===== config.mk =====
export PLATFORM = sky130hd
export DESIGN_NAME = key_matrix_row_debouncer
export DESIGN_NICKNAME = d
export VERILOG_FILES = /design/src/design/kmrd_pkg.sv /design/src/design/kmrd_debounce.sv /design/src/design/key_matrix_row_debouncer.sv
export SDC_FILE = /design/constraint.sdc
export NUM_CORES = 1
export LEC_CHECK = 0
export BUFFER_PORTS_ARGS = -buffer_cell sky130_fd_sc_hd__buf_2
export CORE_ASPECT_RATIO = 0.7
export CORE_MARGIN = 1.5
export CORE_UTILIZATION = 45
export CTS_CLUSTER_SIZE = 12
export DETAILED_ROUTE_END_ITERATION = 7
export GPL_TIMING_DRIVEN = 0
export HOLD_SLACK_MARGIN = 0.08
export PLACE_DENSITY = 0.66
export SLEW_MARGIN = 20
export SYNTH_ARGS = -nofsm -noshare
export SYNTH_HDL_FRONTEND = slang
export SYNTH_SLANG_ARGS = --single-unit
export TNS_END_PERCENT = 30

===== constraint.sdc =====
create_clock -name clk -period 5 [get_ports clk]
set_clock_uncertainty 0.05 [all_clocks]
set_input_delay 1 -clock clk [delete_from_list [all_inputs] [get_ports clk]]
set_output_delay 1 -clock clk [all_outputs]
set_load 0.03 [all_outputs]

===== src/design/kmrd_pkg.sv =====
`timescale 1ns / 1ps
`default_nettype none

package kmrd_pkg;

    // width of one matrix row as seen on the ports
    localparam int ROW_W = 16;

    localparam int ROWS_DEF   = 8;
    localparam int COLS_DEF   = 16;
    localparam int FRAMES_DEF = 4;

    typedef enum logic [1:0] {
        FUNC_SCAN    = 2'd0,
        FUNC_EXTRA   = 2'd1,
        FUNC_ONESHOT = 2'd2,
        FUNC_READ    = 2'd3
    } func_t;

    typedef logic [ROW_W-1:0] row_t;

endpackage

`default_nettype wire


===== src/design/kmrd_debounce.sv =====
`timescale 1ns / 1ps
`default_nettype none

module kmrd_debounce #(
    parameter int FRAMES = kmrd_pkg::FRAMES_DEF
) (
    input  wire kmrd_pkg::row_t                cur,
    input  wire kmrd_pkg::row_t [FRAMES-1:0]   window,
    output kmrd_pkg::row_t                     debounced
);

    kmrd_pkg::row_t flip;

    // a key flips only when every sample in the window disagrees with it
    always_comb
    begin
        flip = '1;
        for (int k = 0; k < FRAMES; k++)
        begin
            flip = flip & (cur ^ window[k]);
        end
    end

    assign debounced = cur ^ flip;

endmodule

`default_nettype wire


===== src/design/key_matrix_row_debouncer.sv =====
`timescale 1ns / 1ps
`default_nettype none

// channel   dir  signals                           request contents
// s         in   s_tvalid s_tready s_tdata s_tuser  func, row, col, press, raw_cols
// m         out  m_tvalid m_tready m_tdata m_tuser  row_bits, ignored
// cfg       in   cfg_valid cfg_ready cfg_data       active_high
//
// each request is held in the input register and is resolved into the result
// register once the result register can take it; one request per cycle sustained while m_tready is high
// the state of a row is updated on the same edge the result is registered
// a stalled result register holds the input register, which then holds s_tready low
// rst_n clears all control and per-row state; sample storage is not cleared,
// the per-row fill count keeps unwritten slots out of the vote

module key_matrix_row_debouncer #(
    parameter int ROWS   = kmrd_pkg::ROWS_DEF,
    parameter int COLS   = kmrd_pkg::COLS_DEF,
    parameter int FRAMES = kmrd_pkg::FRAMES_DEF
) (
    input  wire         clk,
    input  wire         rst_n,
    input  wire         s_tvalid,
    output logic        s_tready,
    input  wire  [31:0] s_tdata,   // row[3:0], col[8:4], press[9], raw_cols[25:10], zero
    input  wire  [1:0]  s_tuser,   // func[1:0]
    output logic        m_tvalid,
    input  wire         m_tready,
    output logic [15:0] m_tdata,   // row_bits[15:0]
    output logic [0:0]  m_tuser,   // ignored[0]
    input  wire         cfg_valid,
    output logic        cfg_ready,
    input  wire  [0:0]  cfg_data   // active_high[0]
);

    localparam int RIDX_W = (ROWS > 1) ? $clog2(ROWS) : 1;
    localparam int POS_W  = (FRAMES > 1) ? $clog2(FRAMES) : 1;
    localparam int FILL_W = $clog2(FRAMES + 1);
    localparam logic [FILL_W-1:0] FRAMES_FILL = FILL_W'(FRAMES);
    localparam logic [POS_W:0]    FRAMES_POS  = (POS_W + 1)'(FRAMES);

    // configuration
    logic active_high_reg;

    // input register
    logic                 in_valid_reg;
    kmrd_pkg::func_t      in_func_reg;
    logic [3:0]           in_row_reg;
    logic [4:0]           in_col_reg;
    logic                 in_press_reg;
    kmrd_pkg::row_t       in_raw_reg;

    // result register
    logic                 out_valid_reg;
    kmrd_pkg::row_t       out_bits_reg;
    logic                 out_ign_reg;
    kmrd_pkg::row_t       out_bits_next;
    logic                 out_ign_next;

    // per-row state
    kmrd_pkg::row_t [FRAMES-1:0] win_reg  [ROWS];
    logic [FILL_W-1:0]           fill_reg [ROWS];
    logic [POS_W-1:0]            pos_reg  [ROWS];
    kmrd_pkg::row_t              deb_reg  [ROWS];
    kmrd_pkg::row_t              extra_reg[ROWS];
    kmrd_pkg::row_t              shot_reg [ROWS];
    logic [ROWS-1:0]             pend_reg;

    kmrd_pkg::row_t [FRAMES-1:0] win_row_next;
    logic [FILL_W-1:0]           fill_row_next;
    logic [POS_W-1:0]            pos_row_next;
    kmrd_pkg::row_t              deb_row_next;
    kmrd_pkg::row_t              extra_row_next;
    kmrd_pkg::row_t              shot_row_next;
    logic                        pend_row_next;
    logic                        row_we;

    logic                 adv;
    logic [RIDX_W-1:0]    ridx;
    logic                 row_ok;
    logic                 col_ok;
    kmrd_pkg::row_t       col_mask;
    kmrd_pkg::row_t       sample;
    kmrd_pkg::row_t       col_bit;
    kmrd_pkg::row_t       voted;
    logic [POS_W:0]       pos_inc;

    assign adv       = in_valid_reg && (!out_valid_reg || m_tready);
    assign s_tready  = !in_valid_reg || adv;
    assign cfg_ready = 1'b1;
    assign m_tvalid  = out_valid_reg;
    assign m_tdata   = out_bits_reg;
    assign m_tuser   = out_ign_reg;

    // pins at or above COLS never count as pressed
    for (genvar i = 0; i < kmrd_pkg::ROW_W; i++)
    begin : g_mask
        assign col_mask[i] = (i < COLS);
    end

    assign ridx    = in_row_reg[RIDX_W-1:0];
    assign row_ok  = {1'b0, in_row_reg} < 5'(ROWS);
    assign col_ok  = ({1'b0, in_col_reg} < 6'(COLS)) && (in_col_reg < 5'(kmrd_pkg::ROW_W));
    assign sample  = (active_high_reg ? in_raw_reg : ~in_raw_reg) & col_mask;
    assign col_bit = kmrd_pkg::row_t'(1) << in_col_reg[3:0];
    assign pos_inc = {1'b0, pos_reg[ridx]} + 1'b1;

    // window of the addressed row with the new sample in the oldest slot
    always_comb
    begin
        win_row_next = win_reg[ridx];
        for (int k = 0; k < FRAMES; k++)
        begin
            if (pos_reg[ridx] == POS_W'(k))
            begin
                win_row_next[k] = sample;
            end
        end
    end

    kmrd_debounce #(
        .FRAMES (FRAMES)
    ) u_debounce (
        .cur       (deb_reg[ridx]),
        .window    (win_row_next),
        .debounced (voted)
    );

    always_comb
    begin
        fill_row_next  = fill_reg[ridx];
        pos_row_next   = pos_reg[ridx];
        deb_row_next   = deb_reg[ridx];
        extra_row_next = extra_reg[ridx];
        shot_row_next  = shot_reg[ridx];
        pend_row_next  = pend_reg[ridx];
        row_we         = 1'b0;
        out_bits_next  = '0;
        out_ign_next   = 1'b0;

        if (!row_ok)
        begin
            out_ign_next = 1'b1;
        end
        else
        begin
            case (in_func_reg)
                kmrd_pkg::FUNC_SCAN:
                begin
                    row_we       = 1'b1;
                    pos_row_next = (pos_inc >= FRAMES_POS) ? '0 : pos_inc[POS_W-1:0];
                    if (fill_reg[ridx] < FRAMES_FILL)
                    begin
                        fill_row_next = fill_reg[ridx] + 1'b1;
                    end
                    if (fill_row_next >= FRAMES_FILL)
                    begin
                        deb_row_next = voted;
                    end
                    out_bits_next = deb_row_next;
                end
                kmrd_pkg::FUNC_READ:
                begin
                    row_we        = 1'b1;
                    out_bits_next = deb_reg[ridx] | extra_reg[ridx];
                    if (pend_reg[ridx])
                    begin
                        out_bits_next = out_bits_next | shot_reg[ridx];
                        shot_row_next = '0;
                        pend_row_next = 1'b0;
                    end
                end
                kmrd_pkg::FUNC_EXTRA:
                begin
                    if (!col_ok)
                    begin
                        out_ign_next = 1'b1;
                    end
                    else
                    begin
                        row_we         = 1'b1;
                        extra_row_next = in_press_reg ? (extra_reg[ridx] | col_bit)
                                                      : (extra_reg[ridx] & ~col_bit);
                    end
                end
                kmrd_pkg::FUNC_ONESHOT:
                begin
                    if (!col_ok)
                    begin
                        out_ign_next = 1'b1;
                    end
                    else
                    begin
                        row_we        = 1'b1;
                        shot_row_next = shot_reg[ridx] | col_bit;
                        pend_row_next = 1'b1;
                    end
                end
                default:
                begin
                    out_ign_next = 1'b1;
                end
            endcase
        end
    end

    always_ff @(posedge clk or negedge rst_n)
    begin
        if (!rst_n)
        begin
            active_high_reg <= 1'b0;
        end
        else if (cfg_valid && cfg_ready)
        begin
            active_high_reg <= cfg_data[0];
        end
    end

    always_ff @(posedge clk or negedge rst_n)
    begin
        if (!rst_n)
        begin
            in_valid_reg  <= 1'b0;
            out_valid_reg <= 1'b0;
        end
        else
        begin
            if (s_tready)
            begin
                in_valid_reg <= s_tvalid;
            end
            if (adv)
            begin
                out_valid_reg <= 1'b1;
            end
            else if (m_tready)
            begin
                out_valid_reg <= 1'b0;
            end
        end
    end

    always_ff @(posedge clk)
    begin
        if (s_tvalid && s_tready)
        begin
            in_func_reg  <= kmrd_pkg::func_t'(s_tuser);
            in_row_reg   <= s_tdata[3:0];
            in_col_reg   <= s_tdata[8:4];
            in_press_reg <= s_tdata[9];
            in_raw_reg   <= s_tdata[25:10];
        end
        if (adv)
        begin
            out_bits_reg <= out_bits_next;
            out_ign_reg  <= out_ign_next;
        end
    end

    // sample slots only count once written, so they need no reset
    always_ff @(posedge clk)
    begin
        if (adv && row_we)
        begin
            win_reg[ridx] <= win_row_next;
        end
    end

    always_ff @(posedge clk or negedge rst_n)
    begin
        if (!rst_n)
        begin
            for (int r = 0; r < ROWS; r++)
            begin
                fill_reg[r]  <= '0;
                pos_reg[r]   <= '0;
                deb_reg[r]   <= '0;
                extra_reg[r] <= '0;
                shot_reg[r]  <= '0;
            end
            pend_reg <= '0;
        end
        else if (adv && row_we)
        begin
            fill_reg[ridx]  <= fill_row_next;
            pos_reg[ridx]   <= pos_row_next;
            deb_reg[ridx]   <= deb_row_next;
            extra_reg[ridx] <= extra_row_next;
            shot_reg[ridx]  <= shot_row_next;
            pend_reg[ridx]  <= pend_row_next;
        end
    end

`ifndef ASSERT_OFF
    a_ignored_is_zero: assert property (@(posedge clk) disable iff (!rst_n)
        m_tvalid && m_tuser[0] |-> m_tdata == '0)
        else $error("ignored request carries nonzero row bits");

    a_bad_row_flagged: assert property (@(posedge clk) disable iff (!rst_n)
        adv && !row_ok |=> m_tvalid && m_tuser[0])
        else $error("out-of-range row not flagged");

    a_read_clears_pending: assert property (@(posedge clk) disable iff (!rst_n)
        adv && row_ok && in_func_reg == kmrd_pkg::FUNC_READ |=> !pend_reg[$past(ridx)])
        else $error("row read left one-shot keys pending");

    for (genvar r = 0; r < ROWS; r++)
    begin : g_chk
        a_pending_matches_bits: assert property (@(posedge clk) disable iff (!rst_n)
            pend_reg[r] == (shot_reg[r] != '0))
            else $error("one-shot pending flag out of step with its bits");

        a_fill_bounded: assert property (@(posedge clk) disable iff (!rst_n)
            fill_reg[r] <= FRAMES_FILL)
            else $error("window fill count past frame count");
    end
`endif

endmodule

`default_nettype wire

==> flow_summary.json, run 1 <==
{
  "floorplan.io_pins": 60,
  "synth_compound_gate_area_share": 0.0835,
  "place_hpwl_um": 93300,
  "drtPass1Iterations": 5,
  "drc": 0,
  "cts_htree_levels": 3,
  "dieWidth_um": 375,
  "final_critical_path_setup_slack_ns": 0.149,
  "fp.dieH_um": 264,
  "most_area_hungry_cell_type_in_the_yosys_netlist": "edfxtp_1",
  "worst-slew-pin-transition_ns": 1.27,
  "place_ws_ns": -2.02,
  "worstReg2RegStart": "in_row_reg[2]$_DFFE_PP_",
  "synth-edff-count": 557,
  "final-setup-viol-count": 0,
  "worstReg2RegEnd": "m_tdata[5]$_SDFFCE_PP0P_",
  "cts_buffer_depth": 3,
  "crit_path_start": "in_row_reg[2]$_DFFE_PP_",
  "static_leakage_uw": 0.0193,
  "finalCriticalPeriod_ns": 4.85,
  "core.rowCount": 95,
  "report.power.total_uw": 20000,
  "worst_hold_slack_ns": 0.287,
  "worstSkewPairLatency_ns": 0.70,
  "area_delta_synth_final_pct": 13.1,
  "syn_avg_cell_area_um2": 15.2,
  "critical-path-max-stage-delay_ns": 0.50,
  "port_buffers": 52,
  "synth_seq_cells": 995,
  "yosys.area.top_type_share": 0.383,
  "worst_path_most_repeated_cell": "nand2_1",
  "first_pass_grt_wire_length_um": 193000,
  "simple_gate_area_share_of_the_yosys_netlist": 0.0439,
  "n_antenna_cell": 0,
  "fin_nets": 3077,
  "min_period_over_period": 0.970,
  "clock_sinks": 995,
  "final-hold-violation-count": 0,
  "syn_area_um2": 43600,
  "critPathCapture": "m_tdata[5]$_SDFFCE_PP0P_",
  "placed_cell_area_um2": 46000,
  "switching_share": 0.276,
  "drive_gt1_frac": 0.324,
  "timing.critical_path.slowest_stage_cell": "edfxtp_1",
  "final_core_utilization": 0.514,
  "post_synth_fa_ha_maj_area_fraction": 0.00258,
  "max_clock_freq_mhz": 206,
  "rsz0062_at_grt": "no",
  "worst_r2r_path_cells": 16,
  "wl_per_cell_um": 30.9,
  "maximum_capacitance_violations": 0,
  "clkPwrFrac": 0.353,
  "yosys-top-cells-area": "edfxtp_1, dfrtp_1, mux2_2, mux4_2, mux2i_1",
  "ff2ff_setup_slack_ns": 0.15,
  "grt_antenna_before_repair": 3,
  "required_ns": 5.40,
  "largest_net_degree_at_the_start_of_global_routing": 102,
  "p_int_uw": 14500,
  "cts_tree": "yes",
  "synth_flop_cell": "edfxtp_1",
  "drt_iter0_drc": 3386,
  "end_kind": "flip-flop",
  "synth_common_cells": "edfxtp_1, mux2_2, dfrtp_1",
  "largest_family_of_logic_cells_by_synthesized_area": "multiplexers",
  "maxSlewHeadroom": 0.151,
  "number_of_global_route_vias_before_repair": 27200,
  "place_congestion": 0.982,
  "power_per_cell_area_nw_per_um2": 406,
  "drt-vias-per-instance": 6.29,
  "detail-route-antenna-nets": 0,
  "setup.worst_path.class": "flip-flop to flip-flop",
  "gr-usage-all-layers": 0.272,
  "finalMaxSlewViolations": 0,
  "synth_cells": 2863,
  "cts_buffers": 98,
  "worstPathCellList": "buf_6 > buf_4 > clkbuf_4 > buf_4 > mux4_2 > nand2_1 > nand2_1 > inv_1 > ha_2 > buf_6 > clkbuf_4 > nand2_1 > o31ai_4 > or3_1 > o311ai_0 > a31oi_2",
  "largest_register_ffs": 512,
  "seq_power_share": 0.486,
  "core_region_area_um2": 96000,
  "clk_root_buffer_cell": "clkbuf_16",
  "final_wl_um": 135000,
  "gr_ovfl_total": 0,
  "die_area_um2": 98800,
  "ir_drop_uv": 317,
  "initial_utilization": 0.454,
  "switchingPower_uw": 5520,
  "final_area_um2": 49300,
  "critical_path_arrival_ns": 5.25,
  "synth_xor_area_frac": 0.00341,
  "cts.hold.buffers_added": 0,
  "timing.critical_path.from_type": "flip-flop",
  "vias": 27400,
  "worst_min_delay_path_class": "primary input to asynchronous set/reset pin",
  "worstPathMaxFanout": 12,
  "synth-warning-count": 0,
  "synth.most_common_cell": "edfxtp_1",
  "proportion_of_synthesized_area_in_mux_cells": 0.206,
  "share_comb_of_total_power": 0.160,
  "outcome": "complete, no violations",
  "worst_setup_hold_path_clk_slew_ns": 0.06,
  "synthArstFlopShare": 0.437,
  "seq_area_frac_synth": 0.634,
  "synth.distinct_cells": 79,
  "synthesis.nets": 2912
}
## layer usage
layer | global-route usage | vias to the layer above | wire length, µm
met5 | 0 | - | 0
met4 | 0.0671 | 0 | 2990
met3 | 0.104 | 196 | 17300
met2 | 0.369 | 1526 | 55100
met1 | 0.408 | 14400 | 59600
li1 | - | 11300 | -
## per-stage QoR
stage	std cells	setup TNS, ns
finish	4361	0
global route	4361	0
CTS	4362	0
detailed placement	4194	-542.28
global placement	4176	-3550.81
floorplan	2863	0
## timing repair
| item | in CTS | in global routing |
|---|---|---|
| endpoints found under the setup margin | 656 | 136 |
| gates resized for setup | 50 | 39 |
| pin swaps | 0 | 2 |
| gates cloned | 0 | 0 |
| setup buffers | 0 | 0 |
## worst max-delay path: cells and delay by family (launching register included)
kind	cells	cell delay, ns
buffers and inverters	7	1.82
AND/OR/NAND/NOR	4	0.56
multiplexers	1	0.34
AO/OA/AOI/OAI	3	0.86
flip-flops	1	0.50
adder cells (fa/ha/maj)	1	0.41
## cells by family after synthesis
| logic type | after synthesis |
|---|---|
| AOI/OAI and AO/OA | 457 |
| adders and majority gates | 9 |
| DFF | 995 |
| xor gates and xnor gates | 17 |
| and+or+nand+nor | 425 |
| muxes | 742 |
| buffers and inverters | 217 |
| other | 1 |
## power by group through the flow
stage | clock, µW | sequential (µW) | combinational (µW)
global placement | 0 | 9860 | 2860
floorplan | 0 | 9810 | 1890
global route | 7460 | 9780 | 3380
detailed placement | 0 | 9890 | 3020
finish | 7080 | 9740 | 3200
CTS | 7170 | 9730 | 3060
## cell type report
cell class                      count  area, µm²
Clock buffer                      158       2830
Buffer                            176       1070
Tap cell                         1261       1580
Inverter                           36        135
Timing Repair Buffer               70        718
Sequential cell                   995      27700
Fill cell                        7843      46700
Multi-Input combinational cell   1651      15200
Clock inverter                     14        161
## worst min-delay path by stage
stage | startpoint | to | slack [ns] | depth (start not counted)
6_report | rst_n | m_tvalid$_DFFE_PN0P_ | 0.29 | 1
5_1_grt | rst_n | m_tvalid$_DFFE_PN0P_ | 0.32 | 1
4_1_cts | rst_n | in_valid_reg$_DFFE_PN0N_ | 0.29 | 1
3_5_place_dp | pos_reg[9]$_DFFE_PN0P_ | pos_reg[9]$_DFFE_PN0P_ | 0.41 | 2
3_3_place_gp | fill_reg[15]$_DFFE_PN0P_ | fill_reg[15]$_DFFE_PN0P_ | 0.41 | 2
2_1_floorplan | extra_reg[15]$_DFFE_PN0P_ | extra_reg[15]$_DFFE_PN0P_ | 0.39 | 2
## layout by cell type, fill, tap and decap left out, types with 18 or more instances in the layout
cell / Yosys / routed
o21ai_0: 37 / 32
mux2_2: 497 / 497
o31ai_2: 29 / 26
buf_2: 62 / 103
a22o_1: 57 / 57
buf_6: 15 / 21
nor2_1: 77 / 77
clkbuf_1: 62 / 89
nand3_1: 24 / 24
buf_4: 23 / 29
mux4_2: 73 / 73
clkbuf_16: 0 / 99
inv_1: 31 / 30
o31a_1: 23 / 23
a21oi_1: 56 / 50
o22ai_1: 51 / 51
a22oi_1: 22 / 22
nor3_1: 26 / 26
edfxtp_1: 557 / 557
a31oi_1: 28 / 25
mux2i_1: 162 / 162
o31ai_4: 0 / 18
a21oi_2: 24 / 27
dfrtp_1: 435 / 435
nand2_1: 215 / 215
a221oi_1: 33 / 33
(Power assumes the default switching activity.)
==> run 2, diff against run 1 <==
--- a/config.mk
+++ b/config.mk
@@ -7,7 +7,7 @@
 export LEC_CHECK = 0
 export BUFFER_PORTS_ARGS = -buffer_cell sky130_fd_sc_hd__buf_2
 export CORE_ASPECT_RATIO = 0.7
-export CORE_MARGIN = 1.5
+export CORE_MARGIN = 10
 export CORE_UTILIZATION = 45
 export CTS_CLUSTER_SIZE = 12
 export DETAILED_ROUTE_END_ITERATION = 7
==> constraint.sdc (replaced) <==
create_clock -name clk -period 5 [get_ports clk]
set_clock_uncertainty 0.05 [all_clocks]
set_input_delay 0.5 -clock clk [delete_from_list [all_inputs] [get_ports clk]]
set_output_delay 0.5 -clock clk [all_outputs]
set_load 0.03 [all_outputs]
==> run 2 against run 1 <==
- worst hold slack worse by 0.18 ns
- sequential share of layout area is 0.48 points lower
- non-clock buffer count is 34 higher
- via count is 1.2% higher
- clock-buffer cell count is 3 higher
- total power is 0.69% higher
- first-iteration DRC count is 5.5% higher
- critical path depth is 2 lower
- utilization is 0.44 points higher
- die area is 11% higher
- combinational power is 2% higher
- routed wire length is 1.9% higher
- largest cell class unchanged
- largest power group unchanged
==> flow_summary.json, run 2 (same netlist as run 1, synthesis figures left out) <==
{
  "first_pass_grt_wire_length_um": 198000,
  "seq_power_share": 0.483,
  "port_buffers": 52,
  "maximum_capacitance_violations": 0,
  "worstPathMaxFanout": 11,
  "place_hpwl_um": 94100,
  "fin_setup_tns_ns": 0,
  "switchingPower_uw": 5570,
  "core_region_area_um2": 96000,
  "top_usage_layer": "met1",
  "area_delta_synth_final_pct": 14.0,
  "global_route.usage.met1": 0.368,
  "finalCriticalPeriod_ns": 4.87,
  "clkPwrFrac": 0.355,
  "end_kind": "flip-flop",
  "largest_net_degree_at_the_start_of_global_routing": 102,
  "switching_share": 0.276,
  "layout.cells.most_common_list": "edfxtp_1, mux2_2, dfrtp_1, nand2_1, mux2i_1",
  "cp.buffers_inverters": 7,
  "floorplan.io_pins": 60,
  "clk_root_buffer_cell": "clkbuf_16",
  "core.rowCount": 95,
  "final_core_utilization": 0.518,
  "gr-usage-all-layers": 0.247,
  "final_wl_um": 137000,
  "cts_buffers": 99,
  "report.power.total_uw": 20200,
  "leading_cell_type_in_the_layout_fill_and_taps_excluded": "edfxtp_1",
  "drt-vias-per-instance": 6.30,
  "detail-route-antenna-nets": 0,
  "worstPathCellList": "buf_4 > buf_4 > clkbuf_4 > buf_4 > a221oi_1 > o22a_1 > inv_1 > ha_2 > clkbuf_2 > clkbuf_2 > nand2_1 > o21ai_2 > o311ai_0 > a31oi_2",
  "largest_register_ffs": 512,
  "dieWidth_um": 392,
  "ff2ff_setup_slack_ns": 0.13,
  "place_congestion": 0.921,
  "cts_buffer_depth": 3,
  "ir_drop_uv": 282,
  "met2_track_utilization_from_global_routing": 0.338,
  "worst_path_dominant_cell_family": "buffers and inverters",
  "wl_per_cell_um": 31.2,
  "critical_path_arrival_ns": 5.26,
  "routing_usage_on_met3": 0.0912,
  "timing.critical_path.slowest_stage_cell": "a31oi_2",
  "critical-path-max-stage-delay_ns": 0.45,
  "drive_gt1_frac": 0.320,
  "initial_utilization": 0.454,
  "final-hold-violation-count": 0,
  "number_of_global_route_vias_before_repair": 27800,
  "power_per_cell_area_nw_per_um2": 405,
  "max_clock_freq_mhz": 205,
  "worst-slew-pin-transition_ns": 1.29,
  "drt_iter0_drc": 3573,
  "timing.critical_path.from_type": "flip-flop",
  "cts_tree": "yes",
  "static_leakage_uw": 0.0195,
  "worstSkewPairLatency_ns": 0.69,
  "finalMaxSlewViolations": 0,
  "worst_path_most_repeated_cell": "buf_4",
  "final-setup-viol-count": 0,
  "clock_sinks": 995,
  "worst_setup_hold_path_clk_slew_ns": 0.06,
  "worst_min_delay_path_class": "primary input to flip-flop",
  "maxSlewHeadroom": 0.142,
  "drtPass1Iterations": 6,
  "min_period_over_period": 0.974,
  "vias": 27800,
  "fp.dieH_um": 281,
  "outcome": "complete, no violations",
  "cts_htree_levels": 3,
  "gr_ovfl_total": 0,
  "setup.worst_path.class": "flip-flop to flip-flop",
  "required_ns": 5.39,
  "fin_nets": 3112,
  "drc": 0,
  "p_int_uw": 14600,
  "die_area_um2": 110000,
  "share_comb_of_total_power": 0.162,
  "grt_antenna_before_repair": 10
}
run 2: routing by layer:
layer  share of wire  wire length (µm)
met1            0.44             60300
met5         0.00031                43
met4           0.021              2930
met3            0.13             17800
met2            0.41             56300
run 2: worst paths after layout:
check                                   startpoint                         to  depth (start not counted)
min                                       m_tready       m_tvalid$_DFFE_PN0P_                          3
max reg2reg                in_row_reg[1]$_DFFE_PP_   m_tdata[4]$_SDFFCE_PP0P_                         14
max in group asynchronous                    rst_n  shot_reg[108]$_DFFE_PN0P_                          5
max                        in_row_reg[1]$_DFFE_PP_   m_tdata[4]$_SDFFCE_PP0P_                         14
min in group asynchronous                    rst_n       m_tvalid$_DFFE_PN0P_                          2
min reg2reg                pos_reg[13]$_DFFE_PN0P_    pos_reg[13]$_DFFE_PN0P_                          2
run 2: what timing repair did:
action,CTS,global route
pin swaps,0,2
resized for setup,66,22
buffers inserted,0,2
hold buffers,32,0
setup endpoints to repair,664,151
hold endpoints to repair,86,0
run 2: power groups by stage:
| stage | Clock [µW] | Sequential (µW) | Combinational (µW) |
|---|---|---|---|
| CTS | 7240 | 9720 | 3160 |
| global placement | 0 | 9860 | 2880 |
| floorplan | 0 | 9810 | 1890 |
| finish | 7150 | 9740 | 3270 |
| global route | 7590 | 9780 | 3440 |
| detailed placement | 0 | 9880 | 3040 |
run 2: final cells by class:
type	instances	area (µm²)
sequential	995	27700
clock inverter	17	228
multi-input combinational	1651	15200
buffer	176	1070
fill	7873	46300
inverter	36	135
clock buffer	161	2800
antenna	6	15.0
tap	1261	1580
timing repair buffer	104	1060
run 2: metrics by stage:
stage | cells | cell area [µm²] | hold WS [ns] | setup slack (ns)
2_1_floorplan | 2863 | 43600 | 0.154 | 0.967
3_3_place_gp | 4176 | 45500 | 0.408 | -5.10
3_5_place_dp | 4194 | 46000 | 0.401 | -2.03
4_1_cts | 4402 | 49600 | 0.0843 | 0.000608
5_1_grt | 4403 | 49700 | 0.114 | -0.00781
6_report | 4407 | 49700 | 0.106 | 0.129
run 2: worst register-to-register path, stage by stage (launching register included):
cell	delay, ns
edfxtp_1	0.41
buf_4	0.20
buf_4	0.28
clkbuf_4	0.40
buf_4	0.38
a221oi_1	0.17
o22a_1	0.34
inv_1	0.13
ha_2	0.35
clkbuf_2	0.38
clkbuf_2	0.43
nand2_1	0.12
o21ai_2	0.26
o311ai_0	0.29
a31oi_2	0.45
